[config.mk]
export PLATFORM = sky130hd
export DESIGN_NAME = bf3_col_cell
export DESIGN_NICKNAME = d
export VERILOG_FILES = /design/src/sv/box_filter_3x3_rgb_assert.svh /design/src/sv/bf3_pkg.sv /design/src/sv/bf3_col_cell.sv
export SDC_FILE = /design/constraint.sdc
export NUM_CORES = 1
export LEC_CHECK = 0
export BUFFER_PORTS_ARGS = -buffer_cell sky130_fd_sc_hd__buf_2
export CAP_MARGIN = 20
export CORE_ASPECT_RATIO = 0.75
export CORE_UTILIZATION = 50
export DETAILED_ROUTE_END_ITERATION = 10
export PLACE_DENSITY = 0.95
export SLEW_MARGIN = 20
export SYNTH_ARGS = -nofsm -noshare
export SYNTH_HDL_FRONTEND = slang
export SYNTH_SLANG_ARGS = --single-unit
[constraint.sdc]
create_clock -name clk_i -period 5.1 [get_ports clk_i]
set_input_delay 0.255 -clock clk_i [delete_from_list [all_inputs] [get_ports clk_i]]
set_output_delay 0.255 -clock clk_i [all_outputs]
set_load 0.005 [all_outputs]
[src/sv/box_filter_3x3_rgb_assert.svh]
// assertion macros for the box filter
`ifndef BOX_FILTER_3X3_RGB_ASSERT_SVH
`define BOX_FILTER_3X3_RGB_ASSERT_SVH

// same-cycle implication
`define BF3_ASSERT_NOW(label, ante, cons) \
  label: assert property (@(posedge clk_i) disable iff (!rst_ni) (ante) |-> (cons)) \
    else $error("box filter assertion failed");

// next-cycle implication
`define BF3_ASSERT_NEXT(label, ante, cons) \
  label: assert property (@(posedge clk_i) disable iff (!rst_ni) (ante) |=> (cons)) \
    else $error("box filter assertion failed");

`endif

[src/sv/bf3_pkg.sv]
package bf3_pkg;

  localparam int unsigned CFG_IDX_W  = 8;
  localparam int unsigned CFG_DATA_W = 16;

  localparam logic [CFG_IDX_W-1:0] CFG_WIDTH_IDX  = CFG_IDX_W'(0);
  localparam logic [CFG_IDX_W-1:0] CFG_HEIGHT_IDX = CFG_IDX_W'(1);

  localparam int unsigned WIDTH_REG_W  = 11;
  localparam int unsigned HEIGHT_REG_W = 13;

  localparam logic [WIDTH_REG_W-1:0]  WIDTH_RST  = WIDTH_REG_W'(640);
  localparam logic [HEIGHT_REG_W-1:0] HEIGHT_RST = HEIGHT_REG_W'(480);

  localparam int unsigned CH_W     = 8;
  localparam int unsigned COLSUM_W = 10;
  localparam int unsigned WINSUM_W = 12;

  // floor(s / 9) == (s * 7282) >> 16 for every window sum
  localparam int unsigned RECIP_W    = 13;
  localparam logic [RECIP_W-1:0] DIV9_RECIP = RECIP_W'(7282);
  localparam int unsigned DIV9_SHIFT = 16;
  localparam int unsigned PROD_W     = WINSUM_W + RECIP_W;

  typedef struct packed {
    logic [CH_W-1:0] r;
    logic [CH_W-1:0] g;
    logic [CH_W-1:0] b;
  } pixel_t;

  typedef struct packed {
    logic [COLSUM_W-1:0] r;
    logic [COLSUM_W-1:0] g;
    logic [COLSUM_W-1:0] b;
  } colsum_t;

  typedef struct packed {
    logic [WINSUM_W-1:0] r;
    logic [WINSUM_W-1:0] g;
    logic [WINSUM_W-1:0] b;
  } winsum_t;

endpackage

[src/sv/bf3_col_cell.sv]
module bf3_col_cell import bf3_pkg::*; (
  input  logic    clk_i,
  input  logic    rst_ni,
  input  logic    en_i,
  input  colsum_t col_i,
  input  winsum_t acc_i,
  output colsum_t col_o,
  output winsum_t acc_o
);

  colsum_t col_q;

  // one window column, held as its three channel sums
  always_ff @(posedge clk_i or negedge rst_ni) begin
    if (!rst_ni) begin
      col_q <= '0;
    end else if (en_i) begin
      col_q <= col_i;
    end
  end

  assign col_o   = col_q;
  assign acc_o.r = acc_i.r + WINSUM_W'(col_q.r);
  assign acc_o.g = acc_i.g + WINSUM_W'(col_q.g);
  assign acc_o.b = acc_i.b + WINSUM_W'(col_q.b);

endmodule

Yosys cells after proc, flatten, opt, wreduce, memory -nomap -nowiden
Cells that the tools add are included.

word-level totals
  bits of input ports = 69
  output and inout bits = 66
  logic and storage cells = 6
  flip-flop bits (word level) = 30

cells by class
  $add $sub $neg = 3

operators with widths
  operator                 number
  adder 12 x 10 -> 12 bit  3

Longest topological paths before layout
Gate-level depths: netlist (run 1).

  word-level depth = 1
  gate-level depth with buffers = 6
  depth with buffers taken out = 6

Least setup slack after synthesis (run 1)
Ideal clock, no wire load.

  path kind = register to output
  from = register col_q (netlist bit col_o[10])
  to = output acc_o[22] in the netlist's numbering
  path buffers = 0
  stages on the path, launching flop included = 7
  data required time = 4.845 ns
  data arrival time = 2.086 ns
  setup slack = 2.759 ns
  cells stage by stage = dfrtp_1 -> ha_1 -> fa_1 -> a21o_1 -> a221oi_2 -> nor3_1 -> or4_1

RTL lines
  what                      line                RTL
  start: declaration        bf3_col_cell.sv:11  colsum_t col_q;
  start signal: assignment  bf3_col_cell.sv:18  col_q <= col_i;
  end: declaration          bf3_col_cell.sv:8   output winsum_t acc_o

==> flow_summary.yaml, run 1 <==
status:
  status: "completed"
timing:
  worst_pin_slew_ns: 0.6935
  grt_setup_unrepaired: "false"
  period_share_pct: 57.53
  hold_violations: 0
  fin_tns_setup_ns: 0
  skew_ns: 0
  whs_ns: 0.005399
  period_minus_slack_ns: 2.934
  maxSlewViolCount: 0
  max_slew_margin_pct: 53.77
  fmax_mhz: 340.8
  setup_viol: 0
critical_path:
  r2r-start: "col_o[1]$_DFFE_PN0P_"
  worstPathRequired_ns: 4.85
  start_kind: "flop"
  crit_arrival_ns: 2.68
  setup.worst_path.start: "col_o[20]$_DFFE_PN0P_"
  worstPathMaxFanout: 3
  path_class: "flop to output pin"
  cp-end-kind: "output pin"
detailed_routing:
  ant_nets: 0
  routed_wl_microns: 6632
  dr_total_vias: 2561
  drc: 0
  post_drt_wl_per_cell_microns: 14.64
  viasPerCell: 5.653
  dr.pass1.iters: 4
  drt_iter0_drc: 103
pwr:
  leakagePower_uw: 0.001761
  p_int_uw: 596.6
  p_per_area_nw_per_um2: 272.7
  pwr-share-clk_pct: 21.8
  p_total_uw: 932.1
  p_sw_uw: 335.5
  ir_worst_vdd_v: 0.0001468
  p_sw_share_pct: 35.99
  seq_power_share_pct: 30.4
  p_comb_share_pct: 47.8
yosys:
  syn_avg_cell_area_sq_um: 10.19
  syn_nets: 356
  synth_cells: 254
  seq_area_frac_synth_pct: 29.00
  ys_warn_count: 0
  synth_seq_cells: 30
  netlist_area_sq_um: 2589
  synth_cell_types: 33
placed_design:
  portBuffers: 134
  postPlaceCellArea_sq_um: 3323
  hpwl_microns: 5399
  post-place-cells: 445
  gp_congestion: 0.9000
flow_run:
  drv_cap: 0
layout:
  nFillCells: 397
  stdcell_area_sq_um: 3418
  multi_input_comb_area_sq_um: 1797
  regArea_sq_um: 750.7
  drive_gt1_share_pct: 44.78
  area_delta_synth_final_pct: 32.04
  largest_reg_flops: 30
  instances_no_fill: 453
  nNetsFinal: 494
  num_antenna_cells: 0
cts:
  htree_levels: 2
  cts_root_buf: "clkbuf_8"
  clock_latency_ns: 0.28
  cts_sinks: 30
  post_cts_buffers: 0
  cts_buffers: 5
  clkTransAtPathRegs_ns: 0.07
  cts_resized: 0
  holdBufCountCts: 0
  cts_tree: "built"
  clk_path_buf_depth: 2
grt:
  grt_start_max_net_pins: 31
  grt_overflow: 0
  antenna_found_initial: 0
  grt_pass1_vias: 2395
  grtUsageTotal_pct: 23.97
  grt_pass1_wl_microns: 10480
die:
  die_w_microns: 85.09
  start_util_pct: 52.54
  die-area_sq_um: 5472
  ioPinCount: 135
  die_y_microns: 64.32
  coreArea_sq_um: 4927
  fp-row-count: 22
min_path:
  min_path_type: "input port to asynchronous set/reset pin"
## Yosys cell counts (all sizes together)
master,count,share of area [%]
a2111oi,3,1.0
a211oi,3,0.87
a21boi,1,0.29
a21o,15,4.4
a21oi,25,4.8
a221oi,6,2.8
a22oi,3,0.87
a31oi,2,0.48
and2,1,0.24
and3,9,2.2
clkbuf,3,0.43
dfrtp,30,29
fa,3,2.3
ha,30,14
inv,8,1.2
mux2,30,13
nand2,6,0.87
nand2b,6,1.5
nand3,6,1.2
nand3b,3,0.87
nand4b,3,1.0
nor2,5,0.73
nor3,6,1.2
o2111a,3,1.3
o211ai,6,1.7
o21ai,7,1.4
o221ai,1,0.34
or2,1,0.24
or3,3,0.73
or4,2,0.58
xnor2,15,5.1
xor2,9,3.0
## placed cells by master, fill, tap and decap left out, types with 7 or more instances in the layout
cell	instances
o21ai_0	7
ha_1	30
dfrtp_1	30
a21o_1	15
a21oi_1	25
inv_1	8
xnor2_1	15
xor2_1	9
mux2_2	30
buf_2	134
and3_1	9
## layer usage
| layer | track usage, % | vias to the layer above | share of wire, % |
|---|---|---|---|
| met4 | 4.025 | 0 | 0.51 |
| li1 | - | 1256 | - |
| met5 | 0 | - | 0 |
| met2 | 42.94 | 110 | 48 |
| met1 | 29.89 | 1187 | 45 |
| met3 | 5.426 | 8 | 6.5 |
## critical path, stage by stage, from the launching register on
cell	delay, ns
dfrtp_1	0.40
ha_1	0.23
fa_1	0.41
a21o_1	0.21
a221oi_2	0.38
nor3_1	0.10
or4_1	0.51
buf_2	0.14
## logic make-up after synthesis
| group | count (synthesis) | synth area share, % |
|---|---|---|
| muxes | 30 | 13.05 |
| AOI/OAI and AO/OA | 75 | 20.20 |
| and+or+nand+nor | 51 | 11.21 |
| adders and majority gates | 33 | 16.82 |
| xor gates and xnor gates | 24 | 8.120 |
| DFF | 30 | 29.00 |
| buffers and inverters | 11 | 1.595 |
## power by group through the flow
| stage | clock [uW] | combinational (uW) | sequential [uW] |
|---|---|---|---|
| finish | 203 | 445 | 283 |
| global route | 220 | 491 | 287 |
| CTS | 208 | 444 | 284 |
| detailed placement | 0 | 442 | 288 |
| global placement | 0 | 427 | 285 |
| floorplan | 0 | 267 | 286 |
## path summary, 6_finish.rpt
path                                         end  slack (ns)  cells after the start
setup / recovery                       acc_o[34]        2.17                      7
hold / removal             col_o[21]$_DFFE_PN0P_       0.005                      1
setup reg to reg            col_o[1]$_DFFE_PN0P_        4.28                      1
hold reg to reg            col_o[13]$_DFFE_PN0P_        0.55                      1
max in group asynchronous   col_o[7]$_DFFE_PN0P_        4.64                      1
min in group clk_i         col_o[15]$_DFFE_PN0P_        0.20                      2
## per-stage QoR
stage | utilization, % | worst slack (ns)
after CTS | 69.38 | 2.205
final | 69.38 | 2.166
after global placement | 67.45 | 2.600
after detailed placement | 67.45 | 2.519
after global routing | 69.38 | 2.041
after floorplan | - | 2.759
## area by class of cell
class,count,share of cell area (%)
multi-input combinational,213,52.56
tap,60,2.196
inverter,8,0.8785
clock inverter,2,0.3660
sequential,30,21.96
clock buffer,6,2.416
timing repair buffer,134,19.62
Note: power is estimated with default switching activity, not from simulation.
==> run 2: changes to the inputs <==
--- a/config.mk
+++ b/config.mk
@@ -8,9 +8,9 @@
 export BUFFER_PORTS_ARGS = -buffer_cell sky130_fd_sc_hd__buf_2
 export CAP_MARGIN = 20
 export CORE_ASPECT_RATIO = 0.75
-export CORE_UTILIZATION = 50
+export CORE_UTILIZATION = 46
 export DETAILED_ROUTE_END_ITERATION = 10
-export PLACE_DENSITY = 0.95
+export PLACE_DENSITY = 0.92
 export SLEW_MARGIN = 20
 export SYNTH_ARGS = -nofsm -noshare
 export SYNTH_HDL_FRONTEND = slang
==> constraint.sdc (replaced) <==
create_clock -name clk_i -period 2.9 [get_ports clk_i]
set_input_delay 0.145 -clock clk_i [delete_from_list [all_inputs] [get_ports clk_i]]
set_output_delay 0.145 -clock clk_i [all_outputs]
set_load 0.005 [all_outputs]
==> run 2 against run 1 <==
  * Non-clock buffer count grew 1
  * Register-to-register slack lost 2.2 ns
  * Cell area grew 1.4%
  * Via count shrank 1.1%
  * First-iteration DRC count shrank 48%
  * Sequential share of layout area shrank 0.29 points
  * Wire length shrank 1.4%
  * Clock-buffer cell count is the same
  * Highest routed layer unchanged
==> flow_summary.yaml, run 2 (synthesized netlist as in run 1, its figures left out) <==
die:
  ioPinCount: 135
  start_util_pct: 48.11
  fp-row-count: 23
  die-area_sq_um: 5935
  die_w_microns: 88.63
  coreArea_sq_um: 5381
  die_y_microns: 66.97
layout:
  drive_gt1_share_pct: 44.53
  layout_common_cells: "buf_2, mux2_2, ha_1, dfrtp_1, a21oi_1"
  area_delta_synth_final_pct: 33.83
  instances_no_fill: 468
  num_antenna_cells: 0
  layout_commonest_cell: "buf_2"
  nNetsFinal: 495
  largest_reg_flops: 30
  postLayoutCoreUtil_pct: 64.38
  nFillCells: 450
detailed_routing:
  post_drt_wl_per_cell_microns: 13.97
  ant_nets: 0
  dr_total_vias: 2533
  viasPerCell: 5.412
  drt_iter0_drc: 54
  routed_wl_microns: 6539
  drc: 0
  dr.pass1.iters: 4
pwr:
  p_comb_share_pct: 45.6
  pwr-share-clk_pct: 25.3
  p_per_area_nw_per_um2: 493.8
  p_int_uw: 1134
  p_sw_share_pct: 33.73
  seq_power_share_pct: 29.1
  ir_worst_vdd_v: 0.0003004
  p_sw_uw: 577.1
  leakagePower_uw: 0.001775
status:
  status: "completed"
critical_path:
  worstPathRequired_ns: 2.76
  regToRegSetupSlack_ns: 2.09
  crit_arrival_ns: 2.62
  cp-end-kind: "output pin"
  critPathMaxStageDelay_ns: 0.51
  start_kind: "flop"
  cp_num_buf_inv: 1
  worstPathCellList: "ha_1, fa_1, a21o_1, a221oi_2, nor3_1, or4_1, buf_2"
  cp_slowest_cell: "or4_1"
  path_class: "flop to output pin"
  worstPathMaxFanout: 3
  path_delay_family: "adder cells"
cts:
  cts_buffers: 5
  clkTransAtPathRegs_ns: 0.07
  cts_tree: "built"
  htree_levels: 2
  clk_path_buf_depth: 2
  cts_resized: 0
  clock_latency_ns: 0.27
  cts_sinks: 30
  post_cts_buffers: 0
  cts_root_buf: "clkbuf_8"
placed_design:
  gp_congestion: 0.8738
  hpwl_microns: 5422
  post-place-ws_ns: 0.4315
  portBuffers: 134
  post-place-cells: 460
grt:
  grt_pass1_vias: 2452
  grtUsageTotal_pct: 22.29
  use_met1_pct: 28.41
  top_usage_layer: "met2"
  grt_use_met3_pct: 4.337
  antenna_found_initial: 0
  grt_start_max_net_pins: 31
  grt_overflow: 0
  grt_util_met2_pct: 38.46
  grt_pass1_wl_microns: 10260
timing:
  worst_pin_slew_ns: 0.7055
  setup_viol: 0
  period_share_pct: 95.33
  hold_violations: 0
  setup_ws_ns: 0.1353
  grt_setup_unrepaired: "false"
  maxSlewViolCount: 0
  fmax_mhz: 361.7
  skew_ns: 0
  max_slew_margin_pct: 52.96
  fin_tns_setup_ns: 0
  period_minus_slack_ns: 2.765
min_path:
  min_path_type: "input port to flop"
flow_run:
  drv_cap: 0
==> run 2: changes by cell type in the layout (fill, tap and decap cells not counted), sizes merged <==
cell and change:
bufinv +1, clkinv -1, clkinvlp -1, dlygate4sd3 +1
==> run 2: worst paths after layout <==
check	startpoint	end	depth (start not counted)
min	col_i[12]	col_o[12]$_DFFE_PN0P_	2
min reg2reg	col_o[12]$_DFFE_PN0P_	col_o[12]$_DFFE_PN0P_	1
max	col_o[10]$_DFFE_PN0P_	acc_o[22]	7
max in group asynchronous	rst_ni	col_o[9]$_DFFE_PN0P_	2
max reg2reg	col_o[1]$_DFFE_PN0P_	col_o[1]$_DFFE_PN0P_	1
min in group asynchronous	rst_ni	col_o[17]$_DFFE_PN0P_	2
==> run 2: what timing repair did <==
| action | CTS | global route |
|---|---|---|
| endpoints found under the setup margin | 0 | 0 |
| hold buffers | 1 | 0 |
| endpoints found under the hold margin | 30 | 0 |
==> run 2: cell type report <==
class	instances	area [sq um]	share of cell area, %
multi-input combinational	213	1797	51.86
sequential	30	750.7	21.67
timing repair buffer	135	680.7	19.65
tap	75	93.84	2.709
clock buffer	6	82.58	2.384
clock inverter	1	30.03	0.8667
inverter	8	30.03	0.8667
==> run 2: metal layers <==
metal / wire, microns / vias up
met4: 48 / 0
met2: 3082 / 89
met5: 0 / -
li1: - / 1258
met3: 352 / 7
met1: 3056 / 1179
==> run 2: power groups by stage <==
stage | Combinational, uW | Clock, uW | Sequential (uW)
after global routing | 875 | 458 | 504
after CTS | 782 | 445 | 498
after global placement | 754 | 0 | 502
after floorplan | 470 | 0 | 503
after detailed placement | 777 | 0 | 506
final | 780 | 433 | 497
==> run 2: per-stage QoR <==
stage	hold slack (ns)	power [uW]	area, sq um
3_3_place_gp	0.2235	1257	3342
6_report	0.09696	1711	3465
5_1_grt	0.09476	1836	3465
4_1_cts	0.08360	1725	3465
3_5_place_dp	0.2337	1283	3342
2_1_floorplan	-0.1506	973.5	2589
